[config.mk]
export PLATFORM = sky130hd
export DESIGN_NAME = lru_handle_cache_core
export DESIGN_NICKNAME = d
export VERILOG_FILES = /design/src/design/lhc_pkg.sv /design/src/design/lhc_key_ram.sv /design/src/design/lhc_scan_unit.sv /design/src/design/lhc_ctrl.sv /design/src/design/lru_handle_cache_core.sv
export SDC_FILE = /design/constraint.sdc
export NUM_CORES = 1
export LEC_CHECK = 0
export ABC_AREA = 1
export BUFFER_PORTS_ARGS = -buffer_cell sky130_fd_sc_hd__buf_2
export CORE_MARGIN = 8
export CORE_UTILIZATION = 25
export CTS_CLUSTER_DIAMETER = 200
export DETAILED_ROUTE_END_ITERATION = 10
export PLACE_DENSITY = 0.38
export SETUP_SLACK_MARGIN = 0.05
export SLEW_MARGIN = 20
export SYNTH_ARGS = -nofsm -noshare
export SYNTH_HDL_FRONTEND = slang
export SYNTH_SLANG_ARGS = --single-unit
[constraint.sdc]
create_clock -name clk -period 14.5 [get_ports clk]
set_input_delay 1.45 -clock clk [delete_from_list [all_inputs] [get_ports clk]]
set_output_delay 1.45 -clock clk [all_outputs]
set_load 0.02 [all_outputs]
[src/design/lhc_pkg.sv]
package lhc_pkg;

  localparam int CAPACITY_DEF = 16;
  localparam int KEY_W        = 32;
  localparam int SLOT_W       = 4;
  localparam int LIMIT_W      = 5;
  localparam logic [LIMIT_W-1:0] LIMIT_RESET = 5'd16;

  // Sequencer states
  typedef enum logic [1:0] {
    ST_IDLE,
    ST_SCAN,
    ST_DRAIN,
    ST_FINISH
  } lhc_state_t;

  // Strobes from the sequencer to the datapath
  typedef struct packed {
    logic in_stall;
    logic clr;
    logic rd_en;
    logic finish;
  } lhc_ctrl_t;

endpackage

[src/design/lhc_key_ram.sv]
module lhc_key_ram
  import lhc_pkg::*;
#(
  parameter int DEPTH = CAPACITY_DEF,
  parameter int AW    = 4
) (
  input  logic             clk,
  input  logic             we,
  input  logic [AW-1:0]    waddr,
  input  logic [KEY_W-1:0] wdata,
  input  logic             re,
  input  logic [AW-1:0]    raddr,
  output logic [KEY_W-1:0] rdata
);

  logic [KEY_W-1:0] mem [DEPTH];
  logic [KEY_W-1:0] rdata_r;

  always_ff @(posedge clk) begin
    if (we) begin
      mem[waddr] <= wdata;
    end
  end

  always_ff @(posedge clk) begin
    if (re) begin
      rdata_r <= mem[raddr];
    end
  end

  assign rdata = rdata_r;

endmodule

[src/design/lhc_scan_unit.sv]
module lhc_scan_unit
  import lhc_pkg::*;
#(
  parameter  int CAPACITY = CAPACITY_DEF,
  localparam int IDX_W    = (CAPACITY > 1) ? $clog2(CAPACITY) : 1
) (
  input  logic                   clk,
  input  logic                   rst_n,
  input  logic                   clr,
  input  logic                   rd_en,
  input  logic [IDX_W-1:0]       rd_idx,
  input  logic [KEY_W-1:0]       key,
  input  logic [KEY_W-1:0]       key_q,
  input  logic                   valid_q,
  input  logic [IDX_W-1:0]       rank_q,
  output logic                   hit_found,
  output logic [IDX_W-1:0]       hit_idx,
  output logic [IDX_W-1:0]       hit_rank,
  output logic                   free_found,
  output logic [IDX_W-1:0]       free_idx,
  output logic                   lru_found,
  output logic [IDX_W-1:0]       lru_idx,
  output logic [KEY_W-1:0]       lru_key
);

  logic             cmp_en_r;
  logic [IDX_W-1:0] cmp_idx_r;
  logic             hit_found_r, free_found_r, lru_found_r;
  logic [IDX_W-1:0] hit_idx_r, hit_rank_r, free_idx_r, lru_idx_r, lru_rank_r;
  logic [KEY_W-1:0] lru_key_r;
  logic             take_hit, take_free, take_lru;

  // One entry per cycle: key match, first free slot, oldest valid entry
  assign take_hit  = cmp_en_r && valid_q && (key_q == key) && !hit_found_r;
  assign take_free = cmp_en_r && !valid_q && !free_found_r;
  assign take_lru  = cmp_en_r && valid_q && (!lru_found_r || (rank_q > lru_rank_r));

  always_ff @(posedge clk) begin
    if (!rst_n) begin
      cmp_en_r     <= 1'b0;
      hit_found_r  <= 1'b0;
      free_found_r <= 1'b0;
      lru_found_r  <= 1'b0;
    end else begin
      cmp_en_r <= rd_en;
      if (clr) begin
        hit_found_r  <= 1'b0;
        free_found_r <= 1'b0;
        lru_found_r  <= 1'b0;
      end else begin
        if (take_hit)  hit_found_r  <= 1'b1;
        if (take_free) free_found_r <= 1'b1;
        if (take_lru)  lru_found_r  <= 1'b1;
      end
    end
  end

  always_ff @(posedge clk) begin
    cmp_idx_r <= rd_idx;
    if (take_hit) begin
      hit_idx_r  <= cmp_idx_r;
      hit_rank_r <= rank_q;
    end
    if (take_free) begin
      free_idx_r <= cmp_idx_r;
    end
    if (take_lru) begin
      lru_idx_r  <= cmp_idx_r;
      lru_rank_r <= rank_q;
      lru_key_r  <= key_q;
    end
  end

  assign hit_found  = hit_found_r;
  assign hit_idx    = hit_idx_r;
  assign hit_rank   = hit_rank_r;
  assign free_found = free_found_r;
  assign free_idx   = free_idx_r;
  assign lru_found  = lru_found_r;
  assign lru_idx    = lru_idx_r;
  assign lru_key    = lru_key_r;

endmodule

[src/design/lhc_ctrl.sv]
module lhc_ctrl
  import lhc_pkg::*;
#(
  parameter  int CAPACITY = CAPACITY_DEF,
  localparam int IDX_W    = (CAPACITY > 1) ? $clog2(CAPACITY) : 1
) (
  input  logic             clk,
  input  logic             rst_n,
  input  logic             in_valid,
  input  logic             out_free,
  output lhc_ctrl_t        ctl,
  output logic [IDX_W-1:0] rd_idx
);

  localparam logic [IDX_W-1:0] LAST_IDX = IDX_W'(CAPACITY - 1);

  lhc_state_t       state_r, state_nxt;
  logic [IDX_W-1:0] rd_idx_r, rd_idx_nxt;

  always_comb begin
    state_nxt  = state_r;
    rd_idx_nxt = rd_idx_r;
    case (state_r)
      ST_IDLE: begin
        rd_idx_nxt = '0;
        if (in_valid) state_nxt = ST_SCAN;
      end
      ST_SCAN: begin
        rd_idx_nxt = rd_idx_r + 1'b1;
        if (rd_idx_r == LAST_IDX) state_nxt = ST_DRAIN;
      end
      ST_DRAIN: state_nxt = ST_FINISH;
      ST_FINISH: begin
        if (out_free) state_nxt = ST_IDLE;
      end
      default: state_nxt = ST_IDLE;
    endcase
  end

  always_comb begin
    ctl = '0;
    case (state_r)
      ST_IDLE: begin
        ctl.in_stall = 1'b0;
        ctl.clr      = in_valid;
      end
      ST_SCAN: begin
        ctl.in_stall = 1'b1;
        ctl.rd_en    = 1'b1;
      end
      ST_DRAIN: ctl.in_stall = 1'b1;
      ST_FINISH: begin
        ctl.in_stall = 1'b1;
        ctl.finish   = out_free;
      end
      default: ctl.in_stall = 1'b1;
    endcase
  end

  always_ff @(posedge clk) begin
    if (!rst_n) begin
      state_r  <= ST_IDLE;
      rd_idx_r <= '0;
    end else begin
      state_r  <= state_nxt;
      rd_idx_r <= rd_idx_nxt;
    end
  end

  assign rd_idx = rd_idx_r;

endmodule

[src/design/lru_handle_cache_core.sv]
// Channel  | Ports                                        | Moves
// ---------+----------------------------------------------+---------------------------
// in       | in_valid, in_stall, in_lookup_key            | lookup request (one key)
// out      | out_valid, out_stall, out_hit, out_slot,     | lookup result
//          | out_evicted, out_evicted_key                 |
// cfg      | cfg_wr_en, cfg_wr_data                       | entry limit write
//
// A request is taken in the idle state. The sequencer then sweeps the
// single-read-port key store one slot per cycle, waits in a drain step for the
// last read and applies the update step; it goes back to idle before it takes
// the next request, and in_stall stays high in between.
// Reset (rst_n low, synchronous) empties the cache and sets the limit to 16.
// A finished result sits in the output register; a stalled result holds the
// sequencer in its update step, so nothing is lost while the sink stalls.
module lru_handle_cache_core
  import lhc_pkg::*;
#(
  parameter int CAPACITY = CAPACITY_DEF
) (
  input  logic               clk,
  input  logic               rst_n,
  input  logic               in_valid,
  output logic               in_stall,
  input  logic [KEY_W-1:0]   in_lookup_key,
  output logic               out_valid,
  input  logic               out_stall,
  output logic               out_hit,
  output logic [SLOT_W-1:0]  out_slot,
  output logic               out_evicted,
  output logic [KEY_W-1:0]   out_evicted_key,
  input  logic               cfg_wr_en,
  input  logic [LIMIT_W-1:0] cfg_wr_data
);

  localparam int IDX_W = (CAPACITY > 1) ? $clog2(CAPACITY) : 1;
  localparam int CNT_W = $clog2(CAPACITY + 1);
  localparam int LW    = (CNT_W > LIMIT_W) ? CNT_W : LIMIT_W;

  lhc_ctrl_t        ctl;
  logic [IDX_W-1:0] rd_idx;
  logic             out_free;

  // Configuration
  logic [LIMIT_W-1:0] limit_r;

  // Cache state: ranks and valid bits in flops, keys in memory
  logic             valid_r   [CAPACITY];
  logic             valid_nxt [CAPACITY];
  logic [IDX_W-1:0] rank_r    [CAPACITY];
  logic [IDX_W-1:0] rank_nxt  [CAPACITY];
  logic [CNT_W-1:0] count_r, count_nxt;
  logic [KEY_W-1:0] key_r;
  logic [CAPACITY-1:0] valid_vec;

  // Per-entry state read in step with the key memory
  logic             valid_q_r;
  logic [IDX_W-1:0] rank_q_r;
  logic [KEY_W-1:0] key_q;

  // Scan results
  logic             hit_found, free_found, lru_found;
  logic [IDX_W-1:0] hit_idx, hit_rank, free_idx, lru_idx;
  logic [KEY_W-1:0] lru_key;

  // Update decision
  logic             fin_hit, fin_ev, fin_wr, fin_set_valid, fin_promote, fin_all, fin_inc;
  logic [IDX_W-1:0] fin_slot, fin_bound;
  logic [KEY_W-1:0] fin_ev_key;
  logic [LW-1:0]    lim_ext, eff_lim;
  logic [IDX_W+SLOT_W-1:0] slot_ext;

  // Output register
  logic              out_valid_r;
  logic              out_hit_r, out_evicted_r;
  logic [SLOT_W-1:0] out_slot_r;
  logic [KEY_W-1:0]  out_evicted_key_r;

  assign out_free = !out_valid_r || !out_stall;
  assign in_stall = ctl.in_stall;

  lhc_ctrl #(.CAPACITY(CAPACITY)) u_ctrl (
    .clk      (clk),
    .rst_n    (rst_n),
    .in_valid (in_valid),
    .out_free (out_free),
    .ctl      (ctl),
    .rd_idx   (rd_idx)
  );

  // Read a key only from a slot that holds one
  lhc_key_ram #(.DEPTH(CAPACITY), .AW(IDX_W)) u_key_ram (
    .clk   (clk),
    .we    (fin_wr),
    .waddr (fin_slot),
    .wdata (key_r),
    .re    (ctl.rd_en && valid_r[rd_idx]),
    .raddr (rd_idx),
    .rdata (key_q)
  );

  lhc_scan_unit #(.CAPACITY(CAPACITY)) u_scan (
    .clk        (clk),
    .rst_n      (rst_n),
    .clr        (ctl.clr),
    .rd_en      (ctl.rd_en),
    .rd_idx     (rd_idx),
    .key        (key_r),
    .key_q      (key_q),
    .valid_q    (valid_q_r),
    .rank_q     (rank_q_r),
    .hit_found  (hit_found),
    .hit_idx    (hit_idx),
    .hit_rank   (hit_rank),
    .free_found (free_found),
    .free_idx   (free_idx),
    .lru_found  (lru_found),
    .lru_idx    (lru_idx),
    .lru_key    (lru_key)
  );

  // Capture the key on accept; read slot state alongside the key memory
  always_ff @(posedge clk) begin
    if (ctl.clr) begin
      key_r <= in_lookup_key;
    end
    if (ctl.rd_en) begin
      valid_q_r <= valid_r[rd_idx];
      rank_q_r  <= rank_r[rd_idx];
    end
  end

  // Clamp the limit into 1..CAPACITY
  always_comb begin
    lim_ext = LW'(limit_r);
    if (lim_ext == '0) begin
      eff_lim = LW'(1);
    end else if (lim_ext > LW'(CAPACITY)) begin
      eff_lim = LW'(CAPACITY);
    end else begin
      eff_lim = lim_ext;
    end
  end

  // Decide hit, fill or evict from the finished scan
  always_comb begin
    fin_hit       = 1'b0;
    fin_ev        = 1'b0;
    fin_wr        = 1'b0;
    fin_set_valid = 1'b0;
    fin_promote   = 1'b0;
    fin_all       = 1'b0;
    fin_inc       = 1'b0;
    fin_slot      = '0;
    fin_bound     = '0;
    fin_ev_key    = '0;
    if (hit_found) begin
      // Hit: move to front, entries newer than it age by one
      fin_hit     = 1'b1;
      fin_slot    = hit_idx;
      fin_bound   = hit_rank;
      fin_promote = 1'b1;
    end else if (LW'(count_r) < eff_lim) begin
      // Fill the lowest free slot
      if (free_found) begin
        fin_slot      = free_idx;
        fin_promote   = 1'b1;
        fin_all       = 1'b1;
        fin_set_valid = 1'b1;
        fin_inc       = 1'b1;
        fin_wr        = 1'b1;
      end
    end else begin
      // Evict the oldest entry and reuse its slot
      fin_ev        = 1'b1;
      fin_promote   = 1'b1;
      fin_all       = 1'b1;
      fin_set_valid = 1'b1;
      fin_wr        = 1'b1;
      if (lru_found) begin
        fin_slot   = lru_idx;
        fin_ev_key = lru_key;
      end
    end
    if (!ctl.finish) begin
      fin_wr = 1'b0;
    end
  end

  // Next cache state; applied only on the update step
  always_comb begin
    count_nxt = count_r;
    for (int i = 0; i < CAPACITY; i++) begin
      valid_nxt[i] = valid_r[i];
      rank_nxt[i]  = rank_r[i];
    end
    if (ctl.finish) begin
      if (fin_inc) begin
        count_nxt = count_r + 1'b1;
      end
      for (int i = 0; i < CAPACITY; i++) begin
        if (IDX_W'(i) == fin_slot) begin
          if (fin_set_valid) valid_nxt[i] = 1'b1;
          if (fin_promote)   rank_nxt[i]  = '0;
        end else if (fin_promote && valid_r[i] && (fin_all || (rank_r[i] < fin_bound))) begin
          rank_nxt[i] = rank_r[i] + 1'b1;
        end
      end
    end
  end

  always_ff @(posedge clk) begin
    if (!rst_n) begin
      limit_r <= LIMIT_RESET;
      count_r <= '0;
      for (int i = 0; i < CAPACITY; i++) begin
        valid_r[i] <= 1'b0;
        rank_r[i]  <= '0;
      end
    end else begin
      if (cfg_wr_en) begin
        limit_r <= cfg_wr_data;
      end
      count_r <= count_nxt;
      for (int i = 0; i < CAPACITY; i++) begin
        valid_r[i] <= valid_nxt[i];
        rank_r[i]  <= rank_nxt[i];
      end
    end
  end

  // Result register: load on update, drop when the sink takes it
  assign slot_ext = {{SLOT_W{1'b0}}, fin_slot};

  always_ff @(posedge clk) begin
    if (!rst_n) begin
      out_valid_r <= 1'b0;
    end else if (ctl.finish) begin
      out_valid_r <= 1'b1;
    end else if (!out_stall) begin
      out_valid_r <= 1'b0;
    end
  end

  always_ff @(posedge clk) begin
    if (ctl.finish) begin
      out_hit_r         <= fin_hit;
      out_slot_r        <= slot_ext[SLOT_W-1:0];
      out_evicted_r     <= fin_ev;
      out_evicted_key_r <= fin_ev_key;
    end
  end

  assign out_valid       = out_valid_r;
  assign out_hit         = out_hit_r;
  assign out_slot        = out_slot_r;
  assign out_evicted     = out_evicted_r;
  assign out_evicted_key = out_evicted_key_r;

  // Flatten the valid bits for the fill count check
  always_comb begin
    for (int i = 0; i < CAPACITY; i++) begin
      valid_vec[i] = valid_r[i];
    end
  end

  // Fill count tracks the number of valid slots
  a_count_matches_valid: assert property (@(posedge clk) disable iff (!rst_n)
    $countones(valid_vec) == int'(count_r))
    else $error("fill count out of step with valid bits");

  // The fill count never exceeds the capacity
  a_count_bound: assert property (@(posedge clk) disable iff (!rst_n)
    int'(count_r) <= CAPACITY)
    else $error("fill count above capacity");

  // An update step always presents a result next cycle
  a_finish_shows_result: assert property (@(posedge clk) disable iff (!rst_n)
    ctl.finish |=> out_valid_r)
    else $error("update step without a result");

  // No new request is taken while the scan is running
  a_no_accept_in_scan: assert property (@(posedge clk) disable iff (!rst_n)
    ctl.rd_en |-> in_stall)
    else $error("request accepted during scan");

endmodule

After elaboration in Yosys (flattened, before gate mapping)
Memory sizes are Yosys's and may differ from the RTL's. A register that Yosys moved wholly into a read port is not among the register bits.
Cells that the tools add are included.
W data, S select, Z words.
{"block": "classes", "bitwise": 34, "magnitude_cmp": 19, "n_eq_ne": 24, "reduce_logical": 72, "add_sub_neg": 18, "muxes": 147}
{"op": "$mux W4", "count": 71}
{"op": "$add A4 B1 Y4 const B", "count": 17}
{"op": "$mux W1", "count": 66}
{"op": "$lt A4 B4 Y1", "count": 16}
{"op": "$mux W64", "count": 1}
{"op": "$logic_and A1 B1 Y1", "count": 39}
{"op": "$eq A32 B32 Y1", "count": 1}
{"op": "$eq A4 B4 Y1 const A", "count": 8}
{"op": "$or A1 B1 Y1", "count": 32}
{"op": "$logic_or A1 B1 Y1", "count": 18}
{"op": "$eq A3 B4 Y1 const A", "count": 4}
{"op": "$mux W16", "count": 1}
{"op": "$mux W5", "count": 2}
{"op": "$eq A2 B4 Y1 const A", "count": 2}
{"op": "$pmux W2 S4", "count": 1}
{"op": "$pmux W4 S2", "count": 1}
{"op": "$logic_not A1 Y1", "count": 6}
{"op": "$mux W2", "count": 3}
{"op": "$ne A2 B1 Y1 const B", "count": 3}
{"op": "$reduce_or A3 Y1", "count": 2}
{"op": "$add A5 B1 Y5 const B", "count": 1}
{"op": "$gt A5 B5 Y1 const B", "count": 1}
{"op": "$logic_not A5 Y1", "count": 1}
{"op": "$lt A5 B5 Y1", "count": 1}
{"op": "other kinds (14)", "count": 16}
{"block": "word_totals", "in_bits": 42, "memories": 3, "ramBits": 592, "reg_bits": 148, "word_cells": 339}
{"name": "u_key_ram.mem", "words": 16, "width": 32, "rd": 1, "rd_ports_with_merged_regs": 1, "wr": 1, "line": "lhc_key_ram.sv:16", "rtl": "logic [KEY_W-1:0] mem [DEPTH];"}
{"name": "rank_r", "words": 16, "width": 4, "rd": 17, "rd_ports_with_merged_regs": 1, "wr": 16, "line": "lru_handle_cache_core.sv:49", "rtl": "logic [IDX_W-1:0] rank_r [CAPACITY];"}
{"name": "valid_r", "words": 16, "width": 1, "rd": 17, "rd_ports_with_merged_regs": 1, "wr": 16, "line": "lru_handle_cache_core.sv:47", "rtl": "logic valid_r [CAPACITY];"}

Depth between registers and ports, before layout
Gate-level depths: netlist (run 1).
{"block": "logic_depth", "ltp_word": 12, "ltp_mapped": 20, "depth_no_buf": 19}

Modules after synthesis
From an unflattened synthesis (run 1), not the netlist that was laid out.
{"block": "hier_totals", "cells_unflattened": 3569, "area_unflattened_um2": 36063.3}
{"module": "lhc_key_ram", "n_inst": 1, "cells_each": 2120, "seq_area_each_um2": 16335.7, "area_each_um2": 23050.9}
{"module": "lru_handle_cache_core", "n_inst": 1, "cells_each": 1166, "seq_area_each_um2": 4164.0, "area_each_um2": 10078.4}
{"module": "lhc_scan_unit", "n_inst": 1, "cells_each": 224, "seq_area_each_um2": 1721.7, "area_each_um2": 2543.7}
{"module": "lhc_ctrl", "n_inst": 1, "cells_each": 59, "seq_area_each_um2": 120.1, "area_each_um2": 390.4}

Least setup slack after synthesis (run 1)
Ideal clock, no wire load.
{"block": "synth_path", "path_type": "input-to-reg", "startpoint": "input port out_stall", "endpoint": "memory u_key_ram.mem[6][0] (enable)", "path_buffers": 0, "stages": 7, "arrival_ps": 5667, "slack_ps": 8412, "cell_sequence": "nand2_1 inv_1 nor2_1 inv_1 nor2_4 inv_2 nor2_1"}
{"element": "from (decl)", "line": "lru_handle_cache_core.sv:26", "rtl": "input logic out_stall,"}
{"element": "to (decl)", "line": "lhc_key_ram.sv:16"}

==> reports/summary.txt, run 1 <==
Status: complete, no violations
LEAKAGE: 13.7 nW
Global route overflow: 0
Area Overhead vs Synth: 16.6%
RSZ-0062 raised after global routing: no
Filler Cells Inserted: 13500
Worst slew margin: 0.248
Die width: 381 µm
Setup repair bufs after CTS: 0
Final worst-path cycle share: 0.263
Worst-margin pin slew: 1.12 ns
Via Count: 22300
Initial antenna violation count: 2
Worst setup SP type: input pin
WHS: 0.467 ns
Number of buffers added on ports: 81
CP Class: input pin to flop
Placed instance count: 4571
Top_reg_cell synth: edfxtp_1
HP Class: flop to flop
Layout cell share with drive strength beyond 1: 0.129
Syn_area_per_cell: 11.7 µm²
Max Clk Rate: 0.262 GHz
Placed instance area: 35800 µm²
Hold path endpoint: u_scan.lru_idx[1]
Worst setup EP type: flop
Max cap viols: 0
Min Tclk post-route: 3.82 ns
Area occupied by registers: 22400 µm²
Register-to-Register Setup Slack: 10.73 ns
Tot Pwr: 5.96 mW
Die height: 381 µm
Hpwl dp: 59500 µm
Pwr/cell area: 154 nW/µm²
Multi-input logic area: 9700 µm²
Synthesized Nets: 2949
Post-cts sizing count: 0
Core area: 132000 µm²
Final hold vios: 0
R2R Path End: u_key_ram.rdata[13]
Setup TNS: 0 ns
Required time of the worst setup path: 14.80 ns
Final #Nets: 3031
Critical R2R Launch: u_ctrl.rd_idx[1]
VDD IR max: 0.0909 mV
DIE AREA: 145000 µm²
Sequential element share of the synthesized area: 0.675
First-pass GRT wire length: 155000 µm
Final setup vio count: 0
Rows: 133
Final instance area: 38700 µm²
Vias in the first global route: 22400
Non-Filler Instances: 4746
Clk pin slew, worst setup/hold paths: 0.06 ns
Crit path DAT: 4.12 ns
Hold Path Depth: 0
Max Clock Skew: 0.0343 ns
Crit Path Max Fanout: 42
DRC: 0
Synthesized netlist cell count: 2829
Cts hold-fix bufs: 0
Skew-Pair Late Insertion Delay: 0.68 ns
Number of synthesized register bits: 780
ANT nets after route: 0
Largest net degree at the start of global routing: 145
Initial Util: 0.252
Cts bufs inserted: 93
Ys async rst share: 0
Final GP Congestion: 0.756
Hold Startpoint: u_scan.cmp_idx_r[1]
Ys Warns: 0
Max clock buf depth: 3
CTS tree: yes
Synth cell types: 47
Fin. max-slew vios: 0
WL/cell: 22.5 µm
Overall Global Routing Usage: 0.142
Cell Area, Synth: 33200 µm²
H-Tree Depth: 3
Sink Count: 780
Number of flops mapped to enable cells by yosys: 680
DRT iter0 DRCs: 1469
TritonRoute pass-1 iters: 5
Routed WL: 107000 µm
Worst Reg-to-Reg Cells: 7
I/O pin count: 82
Clock root cell: clkbuf_16
Via-per-instance ratio: 4.70
==> metrics by stage <==
step	utilization	worst slack (ns)
3_5_place_dp	0.271	9.96
6_report	0.294	10.68
5_1_grt	0.294	10.53
2_1_floorplan	-	8.41
4_1_cts	0.294	10.68
3_3_place_gp	0.271	10.04
==> where the power goes <==
part	total (mW)	switching [mW]	internal, mW
registers	2.79	0.147	2.64
logic	0.889	0.655	0.234
clock network	2.28	0.960	1.32
==> area by class of cell <==
cell class | instances | area share
timing repair buffer | 125 | 0.0194
antenna | 2 | 0.000129
tap | 1755 | 0.0567
inverter | 180 | 0.0176
multi-input combinational | 1731 | 0.250
clock inverter | 57 | 0.0138
sequential | 780 | 0.579
clock buffer | 116 | 0.0628
==> per-layer routing <==
metal  wire length [µm]  vias to the layer above  track usage
li1                   -                    10400            -
met1              50800                    11300        0.197
met2              49700                      470        0.233
met3               4080                      149       0.0202
met4               2300                        0       0.0367
met5                  0                        -            0
==> sequential cells by signal (all words and copies together) (netlist names), 2 cells and up, named ones only <==
name	cells
u_key_ram.mem	512
rank_r	64
key_r	32
out_evicted_key	32
u_key_ram.rdata	32
u_scan.lru_key	32
valid_r	16
count_r	5
lim_ext	5
out_slot	4
rank_q_r	4
u_ctrl.rd_idx	4
u_scan.cmp_idx_r	4
u_scan.free_idx	4
u_scan.hit_idx	4
u_scan.hit_rank	4
u_scan.lru_idx	4
u_scan.lru_rank_r	4
u_ctrl.state_r	2
==> worst max path at each step <==
stage                startpoint              endpoint
6_report              out_stall  u_key_ram.mem[2][14]
5_1_grt               out_stall  u_key_ram.mem[2][13]
4_1_cts        u_ctrl.rd_idx[1]           rank_q_r[2]
3_5_place_dp          out_stall  u_key_ram.mem[2][15]
3_3_place_gp          out_stall  u_key_ram.mem[1][14]
2_1_floorplan         out_stall   u_key_ram.mem[6][0]
==> cells by family after synthesis <==
logic type,synth area share
fa+ha+maj,0.0294
flops,0.675
buf+inv,0.0370
simple gates,0.125
xor+xnor,0.0113
compound gates,0.123
==> placed cells by master, fill, tap and decap left out, types with 67 or more instances in the layout <==
| cell | n |
|---|---|
| clkbuf_16 | 94 |
| nor2_1 | 327 |
| edfxtp_1 | 680 |
| nand2_1 | 334 |
| a21oi_1 | 255 |
| o22ai_1 | 67 |
| dfxtp_1 | 96 |
| ha_1 | 78 |
| nand3_1 | 91 |
| buf_2 | 81 |
| o221ai_1 | 69 |
| o21ai_0 | 278 |
| inv_1 | 158 |
==> worst max-delay path, cell delays in order <==
cell     delay (ns)
buf_2          0.10
nand2_1        0.11
inv_1          0.08
nor2_4         0.07
buf_4          0.56
inv_1          0.36
nor2_4         0.31
inv_2          0.23
nor2_4         0.15
buf_4          0.62
==> cell usage after synthesis (all sizes together) (3+ instances only) <==
cell | count | area share
nand2 | 386 | 0.052
nor3b | 3 | 0.00068
xor2 | 31 | 0.0082
nor4 | 8 | 0.0015
xnor2 | 12 | 0.0032
o21ai | 279 | 0.042
clkbuf | 114 | 0.013
edfxtp | 680 | 0.61
nand4 | 21 | 0.0045
nor3 | 10 | 0.0015
nand3 | 99 | 0.017
dfxtp | 100 | 0.060
buf | 24 | 0.0038
inv | 179 | 0.020
nor2 | 353 | 0.045
o21a | 17 | 0.0038
o211ai | 18 | 0.0041
o221ai | 69 | 0.018
a21oi | 258 | 0.039
or2 | 10 | 0.0019
a21boi | 4 | 0.00090
a211oi | 3 | 0.00068
ha | 78 | 0.029
o22ai | 67 | 0.013
(Power assumes the default switching activity.)
==> run 2, diff against run 1 <==
--- a/config.mk
+++ b/config.mk
@@ -5,13 +5,13 @@
 export SDC_FILE = /design/constraint.sdc
 export NUM_CORES = 1
 export LEC_CHECK = 0
-export ABC_AREA = 1
+export ABC_AREA = 0
 export BUFFER_PORTS_ARGS = -buffer_cell sky130_fd_sc_hd__buf_2
 export CORE_MARGIN = 8
 export CORE_UTILIZATION = 25
 export CTS_CLUSTER_DIAMETER = 200
 export DETAILED_ROUTE_END_ITERATION = 10
-export PLACE_DENSITY = 0.38
+export PLACE_DENSITY = 0.39
 export SETUP_SLACK_MARGIN = 0.05
 export SLEW_MARGIN = 20
 export SYNTH_ARGS = -nofsm -noshare
==> constraint.sdc (replaced) <==
create_clock -name clk -period 3.5 [get_ports clk]
set_input_delay 0.35 -clock clk [delete_from_list [all_inputs] [get_ports clk]]
set_output_delay 0.35 -clock clk [all_outputs]
set_load 0.02 [all_outputs]
==> run 2 against run 1 <==
  * Combinational power increased to 3.9 times the previous value
  * First-iteration DRC count decreased by 7.8%
  * Sequential share of layout area decreased by 0.32 points
  * Synthesized cell count decreased by 38%
  * Sequential cell count unchanged
  * Die area decreased by 3.4%
  * Design area increased by 0.56%
  * Power increased to 4.0 times the previous value
  * Highest routed layer unchanged
  * Area after synthesis decreased by 3.5%
  * Largest power group unchanged
  * Largest cell class unchanged
  * Routed wire length decreased by 14%
  * Via count decreased by 22%
==> reports/summary.txt, run 2 <==
Status: complete, no violations
Max reg flops: 512
Register bank with the most flops: u_key_ram.mem
Number of flops mapped to enable cells by yosys: 680
Biggest regs: u_key_ram.mem: 512 flops, rank_r: 64 flops
Slowest-stage cell, CP: o211a_1
Yosys top cell by area: edfxtp_1
Worst path cell trace: inv_2, nand2_1, ha_1, and4_4, o211a_1, buf_4, nor2_1, a21oi_1, nand2_2, nor3_4, buf_12
Most common cell after layout, fill and taps aside: edfxtp_1
Clk pin slew, worst setup/hold paths: 0.06 ns
Final GP Congestion: 0.768
CP delay by family, top: simple AND/OR/NAND/NOR gates
Share of the synthesized area in the top cell type: 0.637
Synthesized netlist cell count: 1751
Placed instance area: 35600 µm²
Rows: 131
DRC: 0
# diodes: 0
CTS tree: yes
Number of synthesized register bits: 780
Crit path DAT: 3.58 ns
WL/cell: 24.7 µm
Via Count: 17300
Comb power frac: 0.143
Sequential element share of the synthesized area: 0.699
Min Tclk post-route: 3.25 ns
Layout cell share with drive strength beyond 1: 0.278
Crit-path max cell delay: 0.36 ns
Skew-Pair Late Insertion Delay: 0.66 ns
Ys Warns: 0
Top_reg_cell synth: edfxtp_1
Pwr/cell area: 615 nW/µm²
Die width: 374 µm
Setup TNS: 0 ns
Overall Global Routing Usage: 0.130
Max cap viols: 0
Vias in the first global route: 18300
Synth top cells by count: 680 x edfxtp_1, 185 x mux4_2, 100 x dfxtp_1, 78 x ha_1, 54 x nand2_1
Routed WL: 92400 µm
Worst setup SP type: flop
Sink Count: 780
Most frequent cells in the layout: 680 x edfxtp_1, 185 x mux4_2, 95 x dfxtp_1
DRT iter0 DRCs: 1354
Cts bufs inserted: 90
Final hold vios: 0
Number of buffers added on ports: 81
I/O pin count: 82
Non-Filler Instances: 3738
ANT nets after route: 0
Sw Share: 0.260
Ys async rst share: 0
Final #Nets: 2120
TritonRoute pass-1 iters: 7
Syn_area_per_cell: 18.3 µm²
RSZ-0062 raised after global routing: no
Die height: 374 µm
LEAKAGE: 12.3 nW
Largest cells by area after synthesis: edfxtp_1 64%, mux4_2 13%, dfxtp_1 6.2%
P_sw: 6.22 mW
Placed instance count: 3531
Largest net degree at the start of global routing: 53
VDD IR max: 0.433 mV
Reg power frac: 0.468
Top-count cell post-synth: edfxtp_1
Required time of the worst setup path: 3.82 ns
Max clock buf depth: 3
Clock power share: 0.389
Max Clock Skew: 0.0275 ns
Via-per-instance ratio: 4.63
Synthesized Nets: 1871
Worst setup EP type: flop
HP Class: input pin to flop
Final worst-path cycle share: 0.929
Initial antenna violation count: 6
CP Class: flop to flop
Fin. max-slew vios: 0
Final instance area: 39000 µm²
Global route overflow: 0
Crit Path Max Fanout: 32
Final Util: 0.306
Cell Area, Synth: 32100 µm²
H-Tree Depth: 3
Worst slew margin: 0.398
Buf/Inv on CP: 3
DIE AREA: 140000 µm²
Clock root cell: clkbuf_16
Hpwl dp: 59200 µm
Initial Util: 0.252
Max Clk Rate: 0.307 GHz
Worst-margin pin slew: 0.903 ns
First-pass GRT wire length: 134000 µm
Internal power: 17.8 mW
Core area: 127000 µm²
Synth cell types: 78
Final setup vio count: 0
Area Overhead vs Synth: 21.5%
==> run 2: cell types whose count changed after synthesis, moves of 29 or more <==
cell      delta
o22ai_1     -67
nand2_4     -29
clkbuf_1    -70
mux4_2     +185
and2_1      +36
a21oi_1    -209
o21ai_0    -238
nor2_1     -285
inv_1      -138
nand2_1    -285
o221ai_1    -67
nand3_1     -56
==> run 2: kinds of logic after synthesis <==
family,share of synthesized area
AO/OA/AOI/OAI,0.0583
XOR/XNOR,0.0150
adder cells (fa/ha/maj),0.0304
buffers and inverters,0.0145
flip-flops,0.699
multiplexers,0.135
AND/OR/NAND/NOR,0.0474
==> run 2: tightest hold or removal path, delay by kind of cell <==
family	cells	cell delay, ns
buffers and inverters	1	0.18
muxes	1	0.09
and+or+nand+nor	1	0.08
==> run 2: power by group through the flow <==
stage	combinational (mW)	clock [mW]	sequential, mW
after floorplan	1.87	0	11.5
after global placement	3.49	0	11.4
after detailed placement	3.51	0	11.4
after CTS	3.56	9.65	11.2
after global routing	3.74	9.98	11.3
final	3.43	9.33	11.2
==> run 2: layout make-up <==
cell class,instances,area [µm²]
fill,12400,88400
sequential,780,22400
multi-input combinational,859,9420
clock buffer,105,2320
tap,1662,2080
timing repair buffer,238,1980
clock inverter,63,609
inverter,31,123
==> run 2: repair_timing <==
action / in CTS / in global routing
hold endpoints to repair: 38 / 0
buffers inserted: 0 / 0
resized for setup: 1 / 0
setup endpoints to repair: 6 / 0
hold buffers: 39 / 0
==> run 2: worst paths after layout <==
path	start	to	slack (ns)	cells past startpoint
worst max-delay path	lim_ext[4]	u_key_ram.mem[3][14]	0.25	11
worst min register to register	u_scan.cmp_idx_r[3]	u_scan.lru_idx[3]	0.45	0
worst min-delay path	cfg_wr_en	lim_ext[3]	0.08	3
worst max register to register	lim_ext[4]	u_key_ram.mem[3][14]	0.25	11
==> run 2: metrics by stage <==
step / setup WS, ns / power, mW / hold slack (ns)
3_3_place_gp: 0.0917 / 14.9 / 0.434
5_1_grt: 0.0811 / 25.0 / 0.0661
2_1_floorplan: -0.133 / 13.3 / 0.329
6_report: 0.248 / 24.0 / 0.0754
4_1_cts: 0.174 / 24.4 / 0.0193
3_5_place_dp: 0.0679 / 14.9 / 0.435
==> run 2: per-layer routing <==
layer | GRT usage | share of wire
met3 | 0.0219 | 0.037
met5 | 0 | 0
met2 | 0.212 | 0.47
met1 | 0.182 | 0.47
met4 | 0.0290 | 0.019
